<file path="config.mk">
export PLATFORM = sky130hd
export DESIGN_NAME = text_glyph_blitter_5x7_top
export DESIGN_NICKNAME = d
export VERILOG_FILES = /design/src/design/tgb_pkg.sv /design/src/design/tgb_fifo.sv /design/src/design/tgb_front.sv /design/src/design/tgb_back.sv /design/src/design/text_glyph_blitter_5x7_top.sv
export SDC_FILE = /design/constraint.sdc
export NUM_CORES = 1
export LEC_CHECK = 0
export BUFFER_PORTS_ARGS = -buffer_cell sky130_fd_sc_hd__buf_2
export CAP_MARGIN = 20
export CORE_MARGIN = 8
export CORE_UTILIZATION = 58
export CTS_BUF_LIST = sky130_fd_sc_hd__clkbuf_4
export CTS_CLUSTER_SIZE = 28
export DETAILED_ROUTE_END_ITERATION = 10
export PLACE_DENSITY = 0.83
export SETUP_SLACK_MARGIN = 0.1
export SLEW_MARGIN = 5
export SYNTH_ARGS = -nofsm -noshare
export SYNTH_HDL_FRONTEND = slang
export SYNTH_MEMORY_MAX_BITS = 65536
export SYNTH_SLANG_ARGS = --single-unit
</file>
<file path="constraint.sdc">
create_clock -name clk -period 8.46 [get_ports clk]
set_clock_uncertainty 0.1 [all_clocks]
set_input_delay 0 -clock clk [delete_from_list [all_inputs] [get_ports clk]]
set_output_delay 0 -clock clk [all_outputs]
set_load 0.01 [all_outputs]
</file>
<file path="src/design/tgb_pkg.sv">
// Shared types, constants and the 5x7 font table of the text glyph blitter.
// No dependencies; every other design file but tgb_fifo imports this package.
package tgb_pkg;

  localparam int CUR_W          = 13;
  localparam int CHAR_W         = 8;
  localparam int INK_W          = 32;
  localparam int ADDR_W         = 22;
  localparam int CFG_W          = 12;
  localparam int GLYPH_COLS     = 5;
  localparam int GLYPH_ROWS     = 7;
  localparam int DEF_MAX_FB_DIM = 2048;
  localparam int DEF_CMD_DEPTH  = 2;
  localparam int DEF_OUT_DEPTH  = 4;
  localparam int CHAR_ADVANCE   = 6;

  localparam logic [CUR_W-1:0] CURSOR_MAX     = 13'd4095;
  localparam logic [CFG_W-1:0] FB_WIDTH_RST   = 12'd640;
  localparam logic [CFG_W-1:0] FB_HEIGHT_RST  = 12'd480;

  localparam logic CFG_IDX_WIDTH   = 1'b0;
  localparam logic CFG_IDX_HEIGHT  = 1'b1;
  localparam logic FUNC_SET_CURSOR = 1'b0;
  localparam logic FUNC_DRAW       = 1'b1;

  typedef logic [GLYPH_COLS-1:0][GLYPH_ROWS-1:0] glyph_t;

  typedef struct packed {
    logic signed [CUR_W-1:0] col;
    logic signed [CUR_W-1:0] row;
    glyph_t                  glyph;
    logic [INK_W-1:0]        ink;
  } cmd_t;

  typedef struct packed {
    logic [ADDR_W-1:0] addr;
    logic [INK_W-1:0]  color;
    logic              last;
  } pix_t;

  function automatic glyph_t pack5(input logic [7:0] c0, input logic [7:0] c1,
                                   input logic [7:0] c2, input logic [7:0] c3,
                                   input logic [7:0] c4);
    return {c4[6:0], c3[6:0], c2[6:0], c1[6:0], c0[6:0]};
  endfunction

  // Column bitmaps, bit 0 is the top row. Lowercase maps to uppercase.
  function automatic glyph_t font_glyph(input logic [CHAR_W-1:0] code);
    logic [CHAR_W-1:0] u;
    glyph_t            g;
    u = code;
    if (code inside {[8'h61:8'h7A]}) begin
      u = code - 8'h20;
    end
    case (u)
      8'h30: g = pack5(8'h3E, 8'h51, 8'h49, 8'h45, 8'h3E);
      8'h31: g = pack5(8'h00, 8'h42, 8'h7F, 8'h40, 8'h00);
      8'h32: g = pack5(8'h42, 8'h61, 8'h51, 8'h49, 8'h46);
      8'h33: g = pack5(8'h22, 8'h41, 8'h49, 8'h49, 8'h36);
      8'h34: g = pack5(8'h18, 8'h14, 8'h12, 8'h7F, 8'h10);
      8'h35: g = pack5(8'h27, 8'h45, 8'h45, 8'h45, 8'h39);
      8'h36: g = pack5(8'h3C, 8'h4A, 8'h49, 8'h49, 8'h31);
      8'h37: g = pack5(8'h41, 8'h20, 8'h10, 8'h08, 8'h07);
      8'h38: g = pack5(8'h36, 8'h49, 8'h49, 8'h49, 8'h36);
      8'h39: g = pack5(8'h06, 8'h49, 8'h49, 8'h29, 8'h1E);
      8'h41: g = pack5(8'h3E, 8'h41, 8'h41, 8'h41, 8'h3E);
      8'h42: g = pack5(8'h7F, 8'h49, 8'h49, 8'h49, 8'h36);
      8'h43: g = pack5(8'h3E, 8'h41, 8'h41, 8'h41, 8'h22);
      8'h44: g = pack5(8'h7F, 8'h41, 8'h41, 8'h22, 8'h1C);
      8'h45: g = pack5(8'h7F, 8'h49, 8'h49, 8'h49, 8'h41);
      8'h46: g = pack5(8'h7F, 8'h09, 8'h09, 8'h09, 8'h01);
      8'h47: g = pack5(8'h3E, 8'h41, 8'h49, 8'h49, 8'h3A);
      8'h48: g = pack5(8'h7F, 8'h08, 8'h08, 8'h08, 8'h7F);
      8'h49: g = pack5(8'h00, 8'h41, 8'h7F, 8'h41, 8'h00);
      8'h4A: g = pack5(8'h30, 8'h40, 8'h40, 8'h40, 8'h3F);
      8'h4B: g = pack5(8'h7F, 8'h08, 8'h14, 8'h22, 8'h41);
      8'h4C: g = pack5(8'h7F, 8'h40, 8'h40, 8'h40, 8'h40);
      8'h4D: g = pack5(8'h7F, 8'h02, 8'h0C, 8'h02, 8'h7F);
      8'h4E: g = pack5(8'h7F, 8'h04, 8'h08, 8'h10, 8'h7F);
      8'h4F: g = pack5(8'h3E, 8'h41, 8'h41, 8'h41, 8'h3E);
      8'h50: g = pack5(8'h7F, 8'h09, 8'h09, 8'h09, 8'h06);
      8'h51: g = pack5(8'h3E, 8'h51, 8'h51, 8'h51, 8'h2E);
      8'h52: g = pack5(8'h7F, 8'h09, 8'h19, 8'h29, 8'h46);
      8'h53: g = pack5(8'h26, 8'h49, 8'h49, 8'h49, 8'h32);
      8'h54: g = pack5(8'h01, 8'h01, 8'h7F, 8'h01, 8'h01);
      8'h55: g = pack5(8'h3F, 8'h40, 8'h40, 8'h40, 8'h3F);
      8'h56: g = pack5(8'h0F, 8'h30, 8'h40, 8'h30, 8'h0F);
      8'h57: g = pack5(8'h7F, 8'h20, 8'h10, 8'h20, 8'h7F);
      8'h58: g = pack5(8'h63, 8'h14, 8'h08, 8'h14, 8'h63);
      8'h59: g = pack5(8'h07, 8'h08, 8'h70, 8'h08, 8'h07);
      8'h5A: g = pack5(8'h61, 8'h51, 8'h49, 8'h45, 8'h43);
      8'h3A: g = pack5(8'h00, 8'h36, 8'h00, 8'h36, 8'h00);
      8'h2E: g = pack5(8'h00, 8'h00, 8'h00, 8'h00, 8'h40);
      8'h2D: g = pack5(8'h00, 8'h00, 8'h7F, 8'h00, 8'h00);
      8'h28: g = pack5(8'h0E, 8'h11, 8'h20, 8'h00, 8'h00);
      8'h29: g = pack5(8'h00, 8'h20, 8'h11, 8'h0E, 8'h00);
      8'h2F: g = pack5(8'h01, 8'h02, 8'h04, 8'h08, 8'h10);
      8'h2C: g = pack5(8'h00, 8'h00, 8'h00, 8'h20, 8'h10);
      default: g = '0;
    endcase
    return g;
  endfunction

endpackage

</file>
<file path="src/design/tgb_fifo.sv">
// Small register queue with occupancy count, used between blitter stages.
// Depends on nothing but its parameters.
module tgb_fifo #(
  parameter int WIDTH = 8,
  parameter int DEPTH = 2
) (
  input  logic                       clk,
  input  logic                       rst_n,
  input  logic                       push,
  input  logic [WIDTH-1:0]           din,
  input  logic                       pop,
  output logic [WIDTH-1:0]           dout,
  output logic                       full,
  output logic                       empty,
  output logic [$clog2(DEPTH+1)-1:0] count
);

  localparam int PTR_W = (DEPTH > 1) ? $clog2(DEPTH) : 1;
  localparam int CNT_W = $clog2(DEPTH+1);
  localparam logic [PTR_W-1:0] LAST_PTR = PTR_W'(DEPTH-1);

  logic [WIDTH-1:0] mem_r [DEPTH];
  logic [PTR_W-1:0] wr_ptr_r, wr_ptr_nxt;
  logic [PTR_W-1:0] rd_ptr_r, rd_ptr_nxt;
  logic [CNT_W-1:0] count_r, count_nxt;
  logic             do_push, do_pop;

  assign full    = (count_r == CNT_W'(DEPTH));
  assign empty   = (count_r == '0);
  assign count   = count_r;
  assign dout    = mem_r[rd_ptr_r];
  assign do_push = push && !full;
  assign do_pop  = pop && !empty;

  always_comb begin
    wr_ptr_nxt = wr_ptr_r;
    rd_ptr_nxt = rd_ptr_r;
    count_nxt  = count_r;
    if (do_push) begin
      wr_ptr_nxt = (wr_ptr_r == LAST_PTR) ? '0 : wr_ptr_r + 1'b1;
    end
    if (do_pop) begin
      rd_ptr_nxt = (rd_ptr_r == LAST_PTR) ? '0 : rd_ptr_r + 1'b1;
    end
    if (do_push && !do_pop) begin
      count_nxt = count_r + 1'b1;
    end else if (do_pop && !do_push) begin
      count_nxt = count_r - 1'b1;
    end
  end

  always_ff @(posedge clk) begin
    if (!rst_n) begin
      wr_ptr_r <= '0;
      rd_ptr_r <= '0;
      count_r  <= '0;
    end else begin
      wr_ptr_r <= wr_ptr_nxt;
      rd_ptr_r <= rd_ptr_nxt;
      count_r  <= count_nxt;
    end
  end

  always_ff @(posedge clk) begin
    if (do_push) begin
      mem_r[wr_ptr_r] <= din;
    end
  end

`ifndef NO_ASSERTIONS
  a_count_bound: assert property (@(posedge clk) disable iff (!rst_n)
    count_r <= CNT_W'(DEPTH))
    else $error("queue occupancy above depth");
`endif

endmodule

</file>
<file path="src/design/tgb_front.sv">
// Front end: takes items, keeps the text cursor and looks up glyphs.
// Depends on tgb_pkg; draw commands leave through a queue to tgb_back.
module tgb_front (
  input  logic                           clk,
  input  logic                           rst_n,
  input  logic                           in_push,
  output logic                           in_full,
  input  logic                           in_func,
  input  logic [tgb_pkg::CHAR_W-1:0]     in_char_code,
  input  logic signed [tgb_pkg::CUR_W-1:0] in_pos_x,
  input  logic signed [tgb_pkg::CUR_W-1:0] in_pos_y,
  input  logic [tgb_pkg::INK_W-1:0]      in_ink_color,
  output logic                           cmd_push,
  output tgb_pkg::cmd_t                  cmd_data,
  input  logic                           cmd_full
);
  import tgb_pkg::*;

  logic signed [CUR_W-1:0] col_r, col_nxt;
  logic signed [CUR_W-1:0] row_r, row_nxt;
  logic signed [CUR_W:0]   adv;
  logic                    accept;

  assign in_full = cmd_full;
  assign accept  = in_push && !cmd_full;
  assign adv     = {col_r[CUR_W-1], col_r} + (CUR_W+1)'(CHAR_ADVANCE);

  assign cmd_push       = accept && (in_func == FUNC_DRAW);
  assign cmd_data.col   = col_r;
  assign cmd_data.row   = row_r;
  assign cmd_data.glyph = font_glyph(in_char_code);
  assign cmd_data.ink   = in_ink_color;

  always_comb begin
    col_nxt = col_r;
    row_nxt = row_r;
    if (accept) begin
      if (in_func == FUNC_SET_CURSOR) begin
        col_nxt = in_pos_x;
        row_nxt = in_pos_y;
      end else if (adv > $signed({1'b0, CURSOR_MAX})) begin
        col_nxt = CURSOR_MAX;
      end else begin
        col_nxt = adv[CUR_W-1:0];
      end
    end
  end

  always_ff @(posedge clk) begin
    if (!rst_n) begin
      col_r <= '0;
      row_r <= '0;
    end else begin
      col_r <= col_nxt;
      row_r <= row_nxt;
    end
  end

endmodule

</file>
<file path="src/design/tgb_back.sv">
// Back end: clips glyphs to the framebuffer; writes a pixel a cycle unless stalled.
// Depends on tgb_pkg and tgb_fifo; results leave through the output queue.
module tgb_back #(
  parameter int MAX_FB_DIM = tgb_pkg::DEF_MAX_FB_DIM,
  parameter int OUT_DEPTH  = tgb_pkg::DEF_OUT_DEPTH
) (
  input  logic                           clk,
  input  logic                           rst_n,
  input  logic [$clog2(MAX_FB_DIM+1)-1:0] fb_w,
  input  logic [$clog2(MAX_FB_DIM+1)-1:0] fb_h,
  input  tgb_pkg::cmd_t                  cmd_data,
  input  logic                           cmd_empty,
  output logic                           cmd_pop,
  output logic                           out_empty,
  input  logic                           out_pop,
  output tgb_pkg::pix_t                  out_data
);
  import tgb_pkg::*;

  localparam int DIM_W  = $clog2(MAX_FB_DIM+1);
  localparam int CNT_W  = $clog2(OUT_DEPTH+1);
  localparam int COL_IW = $clog2(GLYPH_COLS);
  localparam int ROW_IW = $clog2(GLYPH_ROWS);
  localparam int SUM_W  = ADDR_W + 2*DIM_W;

  glyph_t                  mask_r, mask_nxt, mask_clr, load_mask;
  logic signed [CUR_W-1:0] col_r, row_r;
  logic [INK_W-1:0]        ink_r;
  logic [COL_IW-1:0]       cs;
  logic [ROW_IW-1:0]       rs;
  logic                    issue, credit;
  logic signed [CUR_W:0]   px_sel, py_sel;
  logic signed [CUR_W:0]   px_c [GLYPH_COLS];
  logic signed [CUR_W:0]   py_c [GLYPH_ROWS];
  logic [GLYPH_COLS-1:0]   col_vis;
  logic [GLYPH_ROWS-1:0]   row_vis;

  logic                    s1_valid_r;
  logic [DIM_W-1:0]        s1_py_r, s1_px_r;
  logic [INK_W-1:0]        s1_ink_r;
  logic                    s1_last_r;

  logic [2*DIM_W-1:0]      prod;
  logic [SUM_W-1:0]        sum;
  pix_t                    pix;
  logic                    out_full;
  logic [CNT_W-1:0]        out_count;

  always_comb begin
    for (int c = 0; c < GLYPH_COLS; c++) begin
      px_c[c]    = {cmd_data.col[CUR_W-1], cmd_data.col} + (CUR_W+1)'(c);
      col_vis[c] = !px_c[c][CUR_W] && (px_c[c][CUR_W-1:0] < CUR_W'(fb_w));
    end
    for (int r = 0; r < GLYPH_ROWS; r++) begin
      py_c[r]    = {cmd_data.row[CUR_W-1], cmd_data.row} + (CUR_W+1)'(r);
      row_vis[r] = !py_c[r][CUR_W] && (py_c[r][CUR_W-1:0] < CUR_W'(fb_h));
    end
    for (int c = 0; c < GLYPH_COLS; c++) begin
      load_mask[c] = col_vis[c] ? (cmd_data.glyph[c] & row_vis) : '0;
    end
  end

  always_comb begin
    cs = '0;
    rs = '0;
    for (int c = GLYPH_COLS-1; c >= 0; c--) begin
      if (mask_r[c] != '0) begin
        cs = COL_IW'(c);
      end
    end
    for (int r = GLYPH_ROWS-1; r >= 0; r--) begin
      if (mask_r[cs][r]) begin
        rs = ROW_IW'(r);
      end
    end
    mask_clr         = mask_r;
    mask_clr[cs][rs] = 1'b0;
  end

  assign credit   = ({1'b0, out_count} + (CNT_W+1)'(s1_valid_r)) < (CNT_W+1)'(OUT_DEPTH);
  assign issue    = (mask_r != '0) && credit;
  assign cmd_pop  = !cmd_empty && (issue ? (mask_clr == '0) : (mask_r == '0));
  assign mask_nxt = cmd_pop ? load_mask : (issue ? mask_clr : mask_r);
  assign px_sel   = {col_r[CUR_W-1], col_r} + (CUR_W+1)'(cs);
  assign py_sel   = {row_r[CUR_W-1], row_r} + (CUR_W+1)'(rs);

  always_ff @(posedge clk) begin
    if (!rst_n) begin
      mask_r     <= '0;
      s1_valid_r <= 1'b0;
    end else begin
      mask_r     <= mask_nxt;
      s1_valid_r <= issue;
    end
  end

  always_ff @(posedge clk) begin
    if (cmd_pop) begin
      col_r <= cmd_data.col;
      row_r <= cmd_data.row;
      ink_r <= cmd_data.ink;
    end
    if (issue) begin
      s1_px_r   <= px_sel[DIM_W-1:0];
      s1_py_r   <= py_sel[DIM_W-1:0];
      s1_ink_r  <= ink_r;
      s1_last_r <= (mask_clr == '0);
    end
  end

  assign prod      = s1_py_r * fb_w;
  assign sum       = SUM_W'(prod) + SUM_W'(s1_px_r);
  assign pix.addr  = sum[ADDR_W-1:0];
  assign pix.color = s1_ink_r;
  assign pix.last  = s1_last_r;

  tgb_fifo #(
    .WIDTH ($bits(pix_t)),
    .DEPTH (OUT_DEPTH)
  ) u_out_fifo (
    .clk   (clk),
    .rst_n (rst_n),
    .push  (s1_valid_r),
    .din   (pix),
    .pop   (out_pop),
    .dout  (out_data),
    .full  (out_full),
    .empty (out_empty),
    .count (out_count)
  );

`ifndef NO_ASSERTIONS
  a_no_overflow: assert property (@(posedge clk) disable iff (!rst_n)
    s1_valid_r |-> !out_full)
    else $error("pixel write pushed into a full output queue");
  a_issue_lands: assert property (@(posedge clk) disable iff (!rst_n)
    issue |-> ##2 !out_empty)
    else $error("issued pixel did not reach the output queue");
  a_load_idle: assert property (@(posedge clk) disable iff (!rst_n)
    cmd_pop && issue |-> s1_last_r || !s1_valid_r || mask_clr == '0)
    else $error("new glyph loaded while pixels of the previous one remain");
`endif

endmodule

</file>
<file path="src/design/text_glyph_blitter_5x7_top.sv">
// Top level of the 5x7 text glyph blitter: configuration registers and the
// front end, command queue and back end. Depends on tgb_pkg and all tgb_ modules.
//
// Usage: the input channel is a queue write port (in_push / in_full). An item
// with in_func low loads the text cursor from in_pos_x / in_pos_y and gives no
// result. An item with in_func high draws in_char_code at the cursor in
// in_ink_color and moves the cursor right by six columns, saturating at 4095.
// Each lit glyph pixel inside the framebuffer becomes one pixel write on the
// output queue (out_empty / out_pop), column by column, top row first; the
// final write of a character carries out_last_pixel.
// Throughput: one pixel write per cycle from the back end while the output
// queue has room. A draw command passes the command queue, the glyph mask
// register and the pixel stage register before its writes reach the output
// queue. When the receiver stalls the output queue fills, the back end holds,
// and once the command queue is full in_full rises. Reset clears the cursor
// and the queues and sets the framebuffer to 640 by 480. cfg_we writes
// register cfg_index (0 width, 1 height) from cfg_wdata; the user must write
// it only while the block is idle; the block itself has no check for this.
module text_glyph_blitter_5x7_top #(
  parameter int MAX_FB_DIM = tgb_pkg::DEF_MAX_FB_DIM,
  parameter int CMD_DEPTH  = tgb_pkg::DEF_CMD_DEPTH,
  parameter int OUT_DEPTH  = tgb_pkg::DEF_OUT_DEPTH
) (
  input  logic                             clk,
  input  logic                             rst_n,
  input  logic                             in_push,
  output logic                             in_full,
  input  logic                             in_func,
  input  logic [tgb_pkg::CHAR_W-1:0]       in_char_code,
  input  logic signed [tgb_pkg::CUR_W-1:0] in_pos_x,
  input  logic signed [tgb_pkg::CUR_W-1:0] in_pos_y,
  input  logic [tgb_pkg::INK_W-1:0]        in_ink_color,
  output logic                             out_empty,
  input  logic                             out_pop,
  output logic [tgb_pkg::ADDR_W-1:0]       out_pixel_address,
  output logic [tgb_pkg::INK_W-1:0]        out_pixel_color,
  output logic                             out_last_pixel,
  input  logic                             cfg_we,
  input  logic                             cfg_index,
  input  logic [tgb_pkg::CFG_W-1:0]        cfg_wdata
);
  import tgb_pkg::*;

  localparam int DIM_W = $clog2(MAX_FB_DIM+1);
  localparam logic [CFG_W:0] MAX_EXT = (CFG_W+1)'(MAX_FB_DIM);

  logic [CFG_W-1:0] fb_width_r, fb_width_nxt;
  logic [CFG_W-1:0] fb_height_r, fb_height_nxt;
  logic [DIM_W-1:0] fb_w, fb_h;
  cmd_t             cmd_in, cmd_out;
  logic             cmd_push, cmd_pop, cmd_full, cmd_empty;
  pix_t             pix;

  always_comb begin
    fb_width_nxt  = fb_width_r;
    fb_height_nxt = fb_height_r;
    if (cfg_we) begin
      case (cfg_index)
        CFG_IDX_WIDTH:  fb_width_nxt  = cfg_wdata;
        CFG_IDX_HEIGHT: fb_height_nxt = cfg_wdata;
        default: ;
      endcase
    end
  end

  always_ff @(posedge clk) begin
    if (!rst_n) begin
      fb_width_r  <= FB_WIDTH_RST;
      fb_height_r <= FB_HEIGHT_RST;
    end else begin
      fb_width_r  <= fb_width_nxt;
      fb_height_r <= fb_height_nxt;
    end
  end

  assign fb_w = ({1'b0, fb_width_r} > MAX_EXT) ? DIM_W'(MAX_EXT) : DIM_W'(fb_width_r);
  assign fb_h = ({1'b0, fb_height_r} > MAX_EXT) ? DIM_W'(MAX_EXT) : DIM_W'(fb_height_r);

  tgb_front u_front (
    .clk          (clk),
    .rst_n        (rst_n),
    .in_push      (in_push),
    .in_full      (in_full),
    .in_func      (in_func),
    .in_char_code (in_char_code),
    .in_pos_x     (in_pos_x),
    .in_pos_y     (in_pos_y),
    .in_ink_color (in_ink_color),
    .cmd_push     (cmd_push),
    .cmd_data     (cmd_in),
    .cmd_full     (cmd_full)
  );

  tgb_fifo #(
    .WIDTH ($bits(cmd_t)),
    .DEPTH (CMD_DEPTH)
  ) u_cmd_fifo (
    .clk   (clk),
    .rst_n (rst_n),
    .push  (cmd_push),
    .din   (cmd_in),
    .pop   (cmd_pop),
    .dout  (cmd_out),
    .full  (cmd_full),
    .empty (cmd_empty),
    .count ()
  );

  tgb_back #(
    .MAX_FB_DIM (MAX_FB_DIM),
    .OUT_DEPTH  (OUT_DEPTH)
  ) u_back (
    .clk       (clk),
    .rst_n     (rst_n),
    .fb_w      (fb_w),
    .fb_h      (fb_h),
    .cmd_data  (cmd_out),
    .cmd_empty (cmd_empty),
    .cmd_pop   (cmd_pop),
    .out_empty (out_empty),
    .out_pop   (out_pop),
    .out_data  (pix)
  );

  assign out_pixel_address = pix.addr;
  assign out_pixel_color   = pix.color;
  assign out_last_pixel    = pix.last;

endmodule
</file>
==> metrics.md <==
| Metric | Value |
|---|---|
| Sink Count | about 620 |
| Area after DPL | 0.0365 sq mm |
| Crit end category | flip-flop |
| Total grt overflow | 0 |
| Setup_tns | 0 ns |
| Final Wtd Congestion | between 0.9 and 1 |
| H-tree depth | 4 |
| Nets | between 3000 and 4000 |
| Routed via count | 26044 |
| DPL Wire Length | 61.0 mm |
| Cell area after synthesis | 0.0351 sq mm |
| Setup CP Type | flip-flop to flip-flop |
| Share of post-route cells with drive strength above 1 | 15.6% |
| Starting DRT DRC Count | between 2000 and 2500 |
| Top-count cell post-synth | edfxtp_1 |
| Tcrit/Tclk final | slightly below 80% |
| Worst-margin pin slew | 1.04 ns |
| Min Clock Period, post-route | 6.60 ns |
| Highest achievable clock rate | 152 MHz |
| Max Slew Vio Count | 0 |
| Vias in the first global route | 26713 |
| Worst EP arrival | 7.25 ns |
| Syn_nets | 3414 |
| Skew-Pair Late Insertion Delay | around 1 ns |
| Clk pin slew, worst setup/hold paths | around 0.06 ns |
| Post-CTS Resized | 0 |
| Total CTS buffers | ~150 |
| Row Count | 90 |
| Ys Warns | 0 |
| Synth unique cells | 82 |
| Lkg Pwr | 15.7 nW |
| Die Y | about 260 um |
| Worst vdd rail ir drop | 0.000428 V |
| Final Hold Viols | 0 |
| Top cells by count, synth | edfxtp_1 (519), nand2_1 (322), inv_1 (252) |
| Hold_ws | ~0.16 ns |
| Setup violators final | 0 |
| WHS Path Cells | 4 |
| Total GRT Usage | 27.5% |
| Req. time, crit path | 9.11 ns |
| Buffers added on ports | 141 |
| Avg Synthesized Cell Area | 11.7 sq um |
| Synth Register Bits | just over 600 |
| Placed cells | 3813 |
| DR pass1 iterations | 7 |
| Slew margin rel. | 28.4% |
| Final instance area | 0.0410 sq mm |
| Hold crit path type | primary input to flip-flop |
| Die X | 262 um |
| DR WL/cell | 21.9 um |
| Non-filler cells, final | 4338 |
| Ports | 142 |
| Synth-to-Final Area Change | 16.8% |
| Yosys top cell area share | 44.4% |
| Reg2Reg Depth | 20 |
| Area of the core | 0.0601 sq mm |
| Status | finished clean |
| ANT nets after route | 0 |
| Pin count of the biggest net entering global routing | 71 |
| Post-synth EDFFs | 519 |
| Main flop type after synthesis | edfxtp_1 |
| CP max FO | 20 |
| Die area | 0.0686 sq mm |
| Post-synthesis async set-or-reset flop share | 0% |
| Unrepaired setup endpoints after global routing | no |
| Post-route DRC | 0 |
| Synth Instances | 2993 |
| Top post-synthesis cells by area | edfxtp_1 (44%), ha_1 (8.0%), fa_1 (6.4%) |
| Vias per cell | 6.00 |
| Power Dens Cells | 319 mW/mm^2 |
| Clk root buf | clkbuf_4 |
| Final wirelength | 95.2 mm |
| Leading area contributor after synthesis | edfxtp_1 |
| Starting Density | 58.4% |
| Crit start category | flip-flop |
| CTS tree | done |
| Worst reg2reg setup slack | 1.86 ns |
| Initial antenna violation count | 4 |
| Seq/Total Area, Yosys | 50.1% |
| Clock buffer depth | 3 |
| First-pass GRT wire length | 147 mm |
| Maxcap violations | 0 |
cell usage in the layout, fill, tap and decap left out, types with 17 or more instances in the layout:
cell / Yosys / final
clkbuf_4: 0 / 219
ha_1: 223 / 223
nor2_1: 155 / 154
xnor2_1: 109 / 109
buf_2: 5 / 142
nor2b_1: 42 / 42
a21oi_1: 146 / 146
fa_1: 113 / 113
nor3_1: 34 / 34
o31ai_1: 33 / 32
clkinv_1: 6 / 34
dfxtp_1: 100 / 97
xor2_1: 19 / 19
nand3_1: 49 / 49
buf_4: 0 / 21
o22ai_1: 24 / 24
a21o_1: 41 / 41
edfxtp_1: 519 / 519
and2_1: 81 / 77
nand4_1: 24 / 24
mux2i_1: 62 / 62
mux2_2: 45 / 45
dlygate4sd3_1: 0 / 248
inv_1: 252 / 251
nand2_1: 322 / 322
mux4_2: 55 / 55
o21ai_0: 107 / 107
a21boi_0: 40 / 40
o211ai_1: 17 / 17
cell families after synthesis:
kind of cell / Yosys count / share of synthesized area, %
buffers and inverters: 385 / 4.14
multiplexers: 162 / 6.74
adder cells (fa/ha/maj): 337 / 14.4
AND/OR/NAND/NOR: 803 / 10.9
AO/OA/AOI/OAI: 559 / 10.5
flip-flops: 619 / 50.1
XOR/XNOR: 128 / 3.19
final timing paths:
path / startpoint / to
setup reg to reg: fb_width_r[11] / u_back.u_out_fifo.mem_r[1][52]
hold reg to reg: u_back.ink_r[8] / u_back.s1_ink_r[8]
hold / removal: rst_n / u_cmd_fifo.count[1]
setup / recovery: fb_width_r[11] / u_back.u_out_fifo.mem_r[1][52]
sequential cells by signal, summed over array words and instances (netlist names), 13 cells and up, named ones only:
signal,flops
u_back.s1_ink_r,32
u_front.col_r,13
u_back.mask_r,35
u_back.ink_r,32
u_back.u_out_fifo.mem_r,220
u_cmd_fifo.mem_r,186
u_front.row_r,13
report_power, final:
group / total, W / switching (W) / internal, W
clock network: 0.00254 / 0.00129 / 0.00125
registers: 0.00505 / 0.000437 / 0.00461
logic: 0.00549 / 0.00340 / 0.00209
worst max-delay path: stages, from the launching register on:
cell and delay (ns):
dfxtp_1 0.36, buf_4 0.22, nor2b_1 0.72, nand2_1 0.19, fa_1 0.63, fa_1 0.46, fa_1 0.50, inv_1 0.05
fa_1 0.52, inv_1 0.05, fa_1 0.53, inv_1 0.04, ha_1 0.35, nand2_1 0.06, a21oi_1 0.21, o2111ai_1 0.21
a311oi_1 0.46, o21a_1 0.20, o21ai_0 0.10, nor2b_1 0.16, xnor2_1 0.24
repair_timing:
action / 4_1_cts / 5_1_grt
endpoints found under the hold margin: 290 / 0
buffers inserted: 0 / 0
hold buffers: 248 / 0
endpoints found under the setup margin: 0 / 0
per-layer routing:
| layer | up-vias | global-route usage [%] | wire (um) |
|---|---|---|---|
| met5 | - | 0 | 0 |
| met2 | 1263 | 47.1 | 47300 |
| li1 | 11789 | - | - |
| met1 | 12735 | 34.4 | 38400 |
| met4 | 0 | 11.4 | 3360 |
| met3 | 257 | 4.90 | 6140 |
area by class of cell:
cell class,count,area [sq um]
Fill cell,4251,19100
Sequential cell,619,17600
Tap cell,782,978
Multi-Input combinational cell,1989,16100
Clock buffer,219,1640
Clock inverter,52,343
Inverter,261,980
Antenna cell,5,12.5
Timing Repair Buffer,411,3350
per-stage QoR:
stage,power (W),setup slack (ns),util (%)
2_1_floorplan,0.00882,0.495,-
3_3_place_gp,0.0101,2.32,60.7
3_5_place_dp,0.0104,2.04,60.7
5_1_grt,0.0139,1.44,68.2
4_1_cts,0.0130,1.99,68.1
6_report,0.0131,1.86,68.2
Power figures use the tool's default switching activity.
